### src/hw/rtl/mmp_pkg.sv
// ----------------------------------------------------------------------------
// MIDI message parser package
// Shared message kinds, status byte codes and the result word layout.
// ----------------------------------------------------------------------------
`default_nettype none

package mmp_pkg;

  // Message kinds as they appear on the msg_kind port.
  typedef enum logic [4:0] {
    KIND_NOTE_OFF   = 5'd0,
    KIND_NOTE_ON    = 5'd1,
    KIND_KEY_PRESS  = 5'd2,
    KIND_CTRL       = 5'd3,
    KIND_PROGRAM    = 5'd4,
    KIND_CHAN_PRESS = 5'd5,
    KIND_BEND       = 5'd6,
    KIND_SONG_POS   = 5'd7,
    KIND_SONG_SEL   = 5'd8,
    KIND_BUS_SEL    = 5'd9,
    KIND_TUNE       = 5'd10,
    KIND_TICK       = 5'd11,
    KIND_START      = 5'd12,
    KIND_CONTINUE   = 5'd13,
    KIND_STOP       = 5'd14,
    KIND_SENSING    = 5'd15,
    KIND_RESET      = 5'd16
  } kind_t;

  // System status bytes.
  localparam logic [7:0] STATUS_SYSEX_START = 8'hF0;
  localparam logic [7:0] STATUS_SONG_POS    = 8'hF2;
  localparam logic [7:0] STATUS_SONG_SEL    = 8'hF3;
  localparam logic [7:0] STATUS_BUS_SEL     = 8'hF5;
  localparam logic [7:0] STATUS_TUNE        = 8'hF6;
  localparam logic [7:0] STATUS_SYSEX_END   = 8'hF7;
  localparam logic [7:0] STATUS_TICK        = 8'hF8;
  localparam logic [7:0] STATUS_START       = 8'hFA;
  localparam logic [7:0] STATUS_CONTINUE    = 8'hFB;
  localparam logic [7:0] STATUS_STOP        = 8'hFC;
  localparam logic [7:0] STATUS_SENSING     = 8'hFE;
  localparam logic [7:0] STATUS_RESET       = 8'hFF;

  // High nibbles of the channel messages.
  localparam logic [3:0] NIB_CHAN_FIRST  = 4'h8;
  localparam logic [3:0] NIB_CHAN_LAST   = 4'hE;
  localparam logic [3:0] NIB_PROGRAM     = 4'hC;
  localparam logic [3:0] NIB_CHAN_PRESS  = 4'hD;
  localparam logic [3:0] NIB_SYSTEM      = 4'hF;

  typedef logic [1:0] count_t;

  // One decoded message.
  typedef struct packed {
    kind_t       kind;
    logic [3:0]  channel;
    logic [7:0]  first_data;
    logic [7:0]  second_data;
    logic [13:0] wide_value;
  } result_t;

  // What the parse core hands to the output register for one byte.
  typedef struct packed {
    logic    emit;
    result_t result;
  } parse_out_t;

endpackage

`default_nettype wire

### src/hw/rtl/mmp_decode.sv
// ----------------------------------------------------------------------------
// MIDI status decoder
// Maps a status byte to its message kind and its count of data bytes.
// ----------------------------------------------------------------------------
`default_nettype none

module mmp_decode (
  input  wire logic [7:0]     status,
  output mmp_pkg::kind_t      kind,
  output logic                kind_ok,
  output mmp_pkg::count_t     count
);

  always_comb begin
    kind    = mmp_pkg::KIND_NOTE_OFF;
    kind_ok = 1'b0;
    count   = 2'd0;
    if (status[7:4] inside {[mmp_pkg::NIB_CHAN_FIRST:mmp_pkg::NIB_CHAN_LAST]}) begin
      // Channel messages: kind is the high nibble less eight.
      kind    = mmp_pkg::kind_t'({2'b00, status[6:4]});
      kind_ok = 1'b1;
      count   = (status[7:4] inside {mmp_pkg::NIB_PROGRAM, mmp_pkg::NIB_CHAN_PRESS})
                ? 2'd1 : 2'd2;
    end else if (status[7:4] == mmp_pkg::NIB_SYSTEM) begin
      kind_ok = 1'b1;
      case (status)
        mmp_pkg::STATUS_SONG_POS: begin
          kind  = mmp_pkg::KIND_SONG_POS;
          count = 2'd2;
        end
        mmp_pkg::STATUS_SONG_SEL: begin
          kind  = mmp_pkg::KIND_SONG_SEL;
          count = 2'd1;
        end
        mmp_pkg::STATUS_BUS_SEL: begin
          kind  = mmp_pkg::KIND_BUS_SEL;
          count = 2'd1;
        end
        mmp_pkg::STATUS_TUNE:     kind = mmp_pkg::KIND_TUNE;
        mmp_pkg::STATUS_TICK:     kind = mmp_pkg::KIND_TICK;
        mmp_pkg::STATUS_START:    kind = mmp_pkg::KIND_START;
        mmp_pkg::STATUS_CONTINUE: kind = mmp_pkg::KIND_CONTINUE;
        mmp_pkg::STATUS_STOP:     kind = mmp_pkg::KIND_STOP;
        mmp_pkg::STATUS_SENSING:  kind = mmp_pkg::KIND_SENSING;
        mmp_pkg::STATUS_RESET:    kind = mmp_pkg::KIND_RESET;
        default:                  kind_ok = 1'b0;
      endcase
    end
  end

endmodule

`default_nettype wire

### src/hw/rtl/mmp_parse.sv
// ----------------------------------------------------------------------------
// MIDI parse core
// Holds the message state and decodes one byte per enabled cycle.
// ----------------------------------------------------------------------------
`default_nettype none

module mmp_parse (
  input  wire logic                clk,
  input  wire logic                rst,
  input  wire logic                enable,
  input  wire logic [7:0]          rx_byte,
  output mmp_pkg::parse_out_t      parse_out
);

  logic [7:0]      held_status;
  logic [7:0]      held_status_next;
  mmp_pkg::count_t bytes_remaining;
  mmp_pkg::count_t bytes_remaining_next;
  logic [7:0]      saved_first_data;
  logic [7:0]      saved_first_data_next;
  logic            in_sysex;
  logic            in_sysex_next;

  mmp_pkg::kind_t  held_kind;
  logic            held_kind_ok;
  mmp_pkg::count_t held_count;
  mmp_pkg::kind_t  new_kind;
  logic            new_kind_ok;
  mmp_pkg::count_t new_count;

  logic [7:0]      d1;
  logic [7:0]      d2;

  mmp_decode u_held_decode (
    .status  (held_status),
    .kind    (held_kind),
    .kind_ok (held_kind_ok),
    .count   (held_count)
  );

  mmp_decode u_new_decode (
    .status  (rx_byte),
    .kind    (new_kind),
    .kind_ok (new_kind_ok),
    .count   (new_count)
  );

  always_comb begin
    held_status_next      = held_status;
    bytes_remaining_next  = bytes_remaining;
    saved_first_data_next = saved_first_data;
    in_sysex_next         = in_sysex;
    parse_out             = '0;
    d1                    = 8'd0;
    d2                    = 8'd0;

    if (in_sysex) begin
      if (rx_byte == mmp_pkg::STATUS_SYSEX_END) begin
        in_sysex_next = 1'b0;
      end
    end else if (bytes_remaining != 2'd0) begin
      if (held_count == 2'd2 && bytes_remaining == 2'd2) begin
        saved_first_data_next = rx_byte;
        bytes_remaining_next  = 2'd1;
      end else begin
        bytes_remaining_next = 2'd0;
        if (held_count == 2'd2) begin
          d1 = saved_first_data;
          d2 = rx_byte;
        end else begin
          d1 = rx_byte;
        end
        parse_out.emit        = held_kind_ok;
        parse_out.result.kind = held_kind;
      end
      parse_out.result.channel = held_status[3:0];
    end else if (rx_byte[7]) begin
      held_status_next      = rx_byte;
      saved_first_data_next = 8'd0;
      if (rx_byte == mmp_pkg::STATUS_SYSEX_START) begin
        in_sysex_next = 1'b1;
      end else begin
        bytes_remaining_next = new_count;
        parse_out.emit       = new_kind_ok && (new_count == 2'd0);
      end
      parse_out.result.kind    = new_kind;
      parse_out.result.channel = rx_byte[3:0];
    end

    parse_out.result.first_data  = d1;
    parse_out.result.second_data = d2;
    parse_out.result.wide_value  = {d2[6:0], d1[6:0]};
  end

  always_ff @(posedge clk) begin
    if (rst) begin
      held_status      <= 8'd0;
      bytes_remaining  <= 2'd0;
      saved_first_data <= 8'd0;
      in_sysex         <= 1'b0;
    end else if (enable) begin
      held_status      <= held_status_next;
      bytes_remaining  <= bytes_remaining_next;
      saved_first_data <= saved_first_data_next;
      in_sysex         <= in_sysex_next;
    end
  end

endmodule

`default_nettype wire

### src/hw/rtl/midi_message_parser.sv
// ----------------------------------------------------------------------------
// MIDI message parser
// Turns a stream of received MIDI bytes into decoded messages.
// ----------------------------------------------------------------------------
// An accepted word is held in the input register, decoded by the parse core
// and its message loaded into the result register, where the receiver takes it.
// Throughput: one word per cycle unless stalled; the pipeline is an input
// register, the parse core state and a result register, advancing together.
// Reset: rst (synchronous) empties both registers and clears the parser
// state, so no message is pending and no system exclusive block is open.
// ----------------------------------------------------------------------------
`default_nettype none

module midi_message_parser (
  input  wire logic        clk,
  input  wire logic        rst,
  // Input channel: one received byte per word.
  input  wire logic        in_valid,
  output logic             in_stall,
  input  wire logic [7:0]  rx_byte,
  // Output channel: one decoded message per word.
  output logic             out_valid,
  input  wire logic        out_stall,
  output logic [4:0]       msg_kind,
  output logic [3:0]       channel,
  output logic [7:0]       first_data,
  output logic [7:0]       second_data,
  output logic [13:0]      wide_value
);

  // Input register. It holds the byte that the parse core works on.
  logic       byte_valid;
  logic [7:0] byte_q;

  // Result register.
  mmp_pkg::result_t result_q;

  mmp_pkg::parse_out_t parse_out;

  logic in_accept;
  logic advance;
  logic step;

  // The parse stage may move whenever the result register is empty or its
  // word is being taken this cycle. Every byte waits for that, even one that
  // yields no result, which keeps the state update in order with the output.
  assign advance   = !out_valid || !out_stall;
  assign step      = byte_valid && advance;
  assign in_stall  = byte_valid && !advance;
  assign in_accept = in_valid && !in_stall;

  mmp_parse u_parse (
    .clk       (clk),
    .rst       (rst),
    .enable    (step),
    .rx_byte   (byte_q),
    .parse_out (parse_out)
  );

  always_ff @(posedge clk) begin
    if (rst) begin
      byte_valid <= 1'b0;
    end else if (in_accept) begin
      byte_valid <= 1'b1;
    end else if (advance) begin
      byte_valid <= 1'b0;
    end
  end

  always_ff @(posedge clk) begin
    if (in_accept) begin
      byte_q <= rx_byte;
    end
  end

  // The result register loads when the parse core emits a message and
  // empties when its word is taken without a new one behind it.
  always_ff @(posedge clk) begin
    if (rst) begin
      out_valid <= 1'b0;
    end else if (advance) begin
      out_valid <= step && parse_out.emit;
    end
  end

  always_ff @(posedge clk) begin
    if (step && parse_out.emit) begin
      result_q <= parse_out.result;
    end
  end

  assign msg_kind    = result_q.kind;
  assign channel     = result_q.channel;
  assign first_data  = result_q.first_data;
  assign second_data = result_q.second_data;
  assign wide_value  = result_q.wide_value;

endmodule

`default_nettype wire
### config.mk
export PLATFORM = sky130hd
export DESIGN_NAME = midi_message_parser
export DESIGN_NICKNAME = d
export VERILOG_FILES = /design/src/hw/rtl/mmp_pkg.sv /design/src/hw/rtl/mmp_decode.sv /design/src/hw/rtl/mmp_parse.sv /design/src/hw/rtl/midi_message_parser.sv
export SDC_FILE = /design/constraint.sdc
export NUM_CORES = 1
export LEC_CHECK = 0
export ABC_AREA = 1
export BUFFER_PORTS_ARGS = -buffer_cell sky130_fd_sc_hd__buf_2
export CAP_MARGIN = 20
export CORE_ASPECT_RATIO = 0.8
export CORE_MARGIN = 10
export CORE_UTILIZATION = 55
export CTS_CLUSTER_SIZE = 28
export DETAILED_ROUTE_END_ITERATION = 8
export PLACE_DENSITY = 0.8
export SLEW_MARGIN = 10
export SYNTH_ARGS = -nofsm -noshare
export SYNTH_HDL_FRONTEND = slang
export SYNTH_SLANG_ARGS = --single-unit
### constraint.sdc
create_clock -name clk -period 2.7 [get_ports clk]
set_input_delay 0.54 -clock clk [delete_from_list [all_inputs] [get_ports clk]]
set_output_delay 0.54 -clock clk [all_outputs]
set_load 0.01 [all_outputs]
==> flow_summary.rst <==
.. list-table::
   :header-rows: 1

   * - Metric
     - Value
   * - Run status
     - finished clean
   * - Clock Root Buffer
     - sky130_fd_sc_hd__clkbuf_8
   * - Count of input and output buffers
     - 52
   * - Die Footprint
     - 0.008316 mm2
   * - Hold-critical path endpoint
     - byte_q[0]$_DFFE_PP_
   * - Final period util
     - 0.8539
   * - Most heavily used metal layer in global routing
     - met2
   * - Sequential share of the synthesized area
     - 0.5077
   * - Number of gates given a new drive strength after cts
     - 0
   * - Path type of the worst setup path
     - reg2reg
   * - Worst-case reg-to-reg path depth
     - 11
   * - Count of final setup violators
     - 0
   * - Arrival time of the worst setup path
     - 2290 ps
   * - Setup repair after global routing missed its margin
     - false
   * - Leading cell type in the layout, fill and taps excluded
     - sky130_fd_sc_hd__nand2_1
   * - Wire length of the first global-routing pass
     - 11,010 um
   * - Hold Path Origin
     - rx_byte[0]
   * - Max-cap violations
     - 0
   * - Top-area cell type share of the netlist area
     - 0.3564
   * - Worst setup SP type
     - flip-flop
   * - First-iteration detailed-routing DRC count
     - 166
   * - Clock tree sinks
     - 54
   * - Via count of the first global-routing pass
     - 2,232
   * - HPWL after DPL
     - 5369 um
   * - Final critical path time including I/O delays and setup
     - 2306 ps
   * - Post-route DRC violation count
     - 0
   * - Routed wirelength normalized by instance count
     - 16.36 um
   * - Grt total ovfl
     - 0
   * - Flops & latches, synth
     - 54
   * - Antenna cell count
     - 0
   * - CP endpoint kind
     - flip-flop
   * - Library cell occupying the most area in the post-synthesis netlist
     - sky130_fd_sc_hd__edfxtp_1
   * - Number of nets in the layout
     - 375
   * - FP Rows
     - 23
   * - Post-synthesis instance area
     - 0.002780 mm2
   * - Dominant combinational cell family by area after synthesis
     - simple AND/OR/NAND/NOR gates
   * - Worst reg2reg setup slack
     - 390 ps
   * - Effective utilization at floorplan
     - 0.5617
   * - Number of buffers inserted by post-CTS setup repair
     - 0
   * - Multiplexer fraction of the synthesized cell area
     - 0
   * - WL final
     - 6955 um
   * - Final Skew
     - 3.978 ps
   * - Routability congestion estimate from global placement
     - 0.9815
   * - Clock Pin Slew Worst Setup and Hold Paths
     - 90 ps
   * - Ratio of total power to cell area
     - 501.4 mW/mm2
   * - Met1 usage
     - 0.2045
   * - DIE WIDTH
     - 99.49 um
   * - Max Buffers Root-to-Sink
     - 2
   * - Synth top area cells
     - sky130_fd_sc_hd__edfxtp_1 36%, sky130_fd_sc_hd__dfxtp_1 15%, sky130_fd_sc_hd__nand2_1 8.8%
   * - Smallest hold slack
     - 405.0 ps
   * - Mean area per synthesized cell
     - 8.634 um2
   * - CTS hold repair buffers
     - 0
   * - Die Span Y
     - 83.59 um
   * - Total Routing Usage GR
     - 0.1598
   * - Crit Path Max Fanout
     - 25
   * - Avg Vias per Cell
     - 5.642
   * - Slew headroom
     - 0.6923
   * - CTS HTree Levels
     - 2
   * - Number of clock buffers inserted by TritonCTS
     - 5
   * - Synthesized Nets
     - 334
   * - Ratio of cells with drive above 1 in the final layout
     - 0.2369
   * - Fill count
     - 452
   * - Worst hold path cell count
     - 1
   * - Post-synthesis instance total
     - 322
   * - DRT antenna net count
     - 0
   * - Worst R2R End
     - second_data[1]$_SDFFCE_PP0P_
   * - Launch point of the critical path
     - byte_q[5]$_DFFE_PP_
   * - Share of the synthesized netlist area taken by xor and xnor gates
     - 0
   * - Highest-count cells in the layout ignoring fill and taps
     - 65 x sky130_fd_sc_hd__nand2_1, 52 x sky130_fd_sc_hd__buf_2, 34 x sky130_fd_sc_hd__nand3_1
   * - Initial antenna violation count
     - 0
   * - Complex-gate fraction of the synthesized area
     - 0.1215
   * - Core Box Area
     - 0.004950 mm2
   * - Adder and majority cell fraction of the synthesized area
     - 0
   * - Pins over their slew limit
     - 0
   * - Largest net degree at the start of global routing
     - 26
   * - Number of hold violations in the final report
     - 0
   * - CTS tree
     - built
   * - Worst supply voltage drop on vdd
     - 0.3215 mV
   * - Timing-limited maximum frequency
     - 433.7 MHz
   * - Required time at the worst-slack endpoint
     - 2680 ps
   * - Latest clock arrival within the worst-skew pair
     - 300 ps
   * - Total Neg Setup Slack
     - 0 ps
   * - Total number of yosys warnings
     - 0
   * - Post-synthesis simple-gate area fraction
     - 0.2691
   * - Area growth syn-to-layout
     - 10.49%
   * - Power, Total
     - 1540 uW
   * - Met3 demand-to-capacity share in global routing
     - 0.06291
   * - Met2 demand-to-capacity share in global routing
     - 0.2459
   * - Reg-to-Reg Start
     - byte_q[5]$_DFFE_PP_
   * - Synth unique cells
     - 35
   * - Boundary pin count
     - 53
   * - Overall via count from detail_route
     - 2,398
   * - Worst hold-check path type
     - in2reg
   * - Measured slew at the worst slew-check pin
     - 457.6 ps
   * - Leakage power
     - 0.001303 uW
   * - First-pass iteration count of the detailed router
     - 5
-- registers in the layout, summed over array words and instances (netlist names), 2 cells and up --
| register | flops |
|---|---|
| channel | 4 |
| u_parse.held_status | 8 |
| msg_kind | 5 |
| second_data | 8 |
| u_parse.saved_first_data | 8 |
| first_data | 7 |
| byte_q | 8 |
| u_parse.bytes_remaining | 2 |
-- power by group --
group          leakage, uW  total (uW)  switching, uW  internal, uW
Clock            0.0000373         426            248           178
Combinational     0.000807         188            132          55.7
Sequential        0.000458         926           24.9           901
Total              0.00130        1540            405          1140
-- metal layers --
layer	routed length, um	vias up	part of all wire
met4	84	0	0.012
met3	843	11	0.12
met2	3097	142	0.45
met5	0	-	0
li1	-	1154	-
met1	2930	1091	0.42
-- cell usage after synthesis --
| cell | instances |
|---|---|
| sky130_fd_sc_hd__a211oi_1 | 1 |
| sky130_fd_sc_hd__a21oi_1 | 29 |
| sky130_fd_sc_hd__a21oi_2 | 2 |
| sky130_fd_sc_hd__a22oi_1 | 1 |
| sky130_fd_sc_hd__a311oi_1 | 1 |
| sky130_fd_sc_hd__a41o_1 | 1 |
| sky130_fd_sc_hd__a41oi_1 | 1 |
| sky130_fd_sc_hd__buf_2 | 2 |
| sky130_fd_sc_hd__buf_4 | 15 |
| sky130_fd_sc_hd__buf_6 | 1 |
| sky130_fd_sc_hd__clkbuf_1 | 2 |
| sky130_fd_sc_hd__clkbuf_4 | 1 |
| sky130_fd_sc_hd__dfxtp_1 | 21 |
| sky130_fd_sc_hd__edfxtp_1 | 33 |
| sky130_fd_sc_hd__inv_1 | 31 |
| sky130_fd_sc_hd__inv_2 | 3 |
| sky130_fd_sc_hd__inv_4 | 1 |
| sky130_fd_sc_hd__nand2_1 | 65 |
| sky130_fd_sc_hd__nand2_2 | 6 |
| sky130_fd_sc_hd__nand2_4 | 4 |
| sky130_fd_sc_hd__nand3_1 | 34 |
| sky130_fd_sc_hd__nand3_4 | 2 |
| sky130_fd_sc_hd__nand4_1 | 5 |
| sky130_fd_sc_hd__nor2_1 | 33 |
| sky130_fd_sc_hd__nor2_2 | 4 |
| sky130_fd_sc_hd__nor2_8 | 1 |
| sky130_fd_sc_hd__nor3_1 | 2 |
| sky130_fd_sc_hd__o2111ai_1 | 1 |
| sky130_fd_sc_hd__o211ai_1 | 3 |
| sky130_fd_sc_hd__o21ai_0 | 8 |
| sky130_fd_sc_hd__o22ai_1 | 1 |
| sky130_fd_sc_hd__o22ai_2 | 1 |
| sky130_fd_sc_hd__o31ai_1 | 1 |
| sky130_fd_sc_hd__o32ai_1 | 4 |
| sky130_fd_sc_hd__or2_2 | 1 |
-- kinds of logic (layout without fill, tap and decap cells) --
logic type,after synthesis,after routing
compound gates,55,55
buf+inv,56,97
flops,54,54
simple gates,157,157
-- worst max path at each step --
stage / end / slack, ps / cells after the start
after floorplan: channel[0]$_SDFFCE_PP0P_ / 550 / 10
after global placement: first_data[1]$_SDFFCE_PP0P_ / 450 / 11
after detailed placement: second_data[3]$_SDFFCE_PP0P_ / 420 / 11
after CTS: second_data[1]$_SDFFCE_PP0P_ / 390 / 11
after global routing: msg_kind[3]$_SDFFCE_PP0P_ / 170 / 11
final: second_data[1]$_SDFFCE_PP0P_ / 390 / 11
-- worst max-delay path, stage by stage, from the launching register on --
cell	delay (ps)
sky130_fd_sc_hd__edfxtp_1	450
sky130_fd_sc_hd__nand2_1	100
sky130_fd_sc_hd__nor2_2	390
sky130_fd_sc_hd__nor2_1	140
sky130_fd_sc_hd__nand2_1	90
sky130_fd_sc_hd__nand2_1	60
sky130_fd_sc_hd__nor3_1	180
sky130_fd_sc_hd__nand2_1	90
sky130_fd_sc_hd__nand2_2	70
sky130_fd_sc_hd__nand2_2	50
sky130_fd_sc_hd__inv_1	50
sky130_fd_sc_hd__buf_4	300
-- stage by stage --
stage,util,cell area (um2),setup slack (ps),std cells
5_1_grt,0.6206,3072,174.1,425
6_report,0.6206,3072,394.4,425
3_3_place_gp,0.6044,2992,446.4,418
2_1_floorplan,-,2780,552.7,322
3_5_place_dp,0.6044,2992,420.9,418
4_1_cts,0.6206,3072,392.1,425
-- cell type report --
type	count	area [um2]	area share
multi-input combinational	212	1086	0.3536
timing repair buffer	55	282.8	0.09206
tap	62	77.57	0.02525
inverter	35	133.9	0.04358
clock buffer	6	72.57	0.02363
sequential	54	1411	0.4595
clock inverter	1	7.507	0.002444
Note: power is estimated with default switching activity, not from simulation.
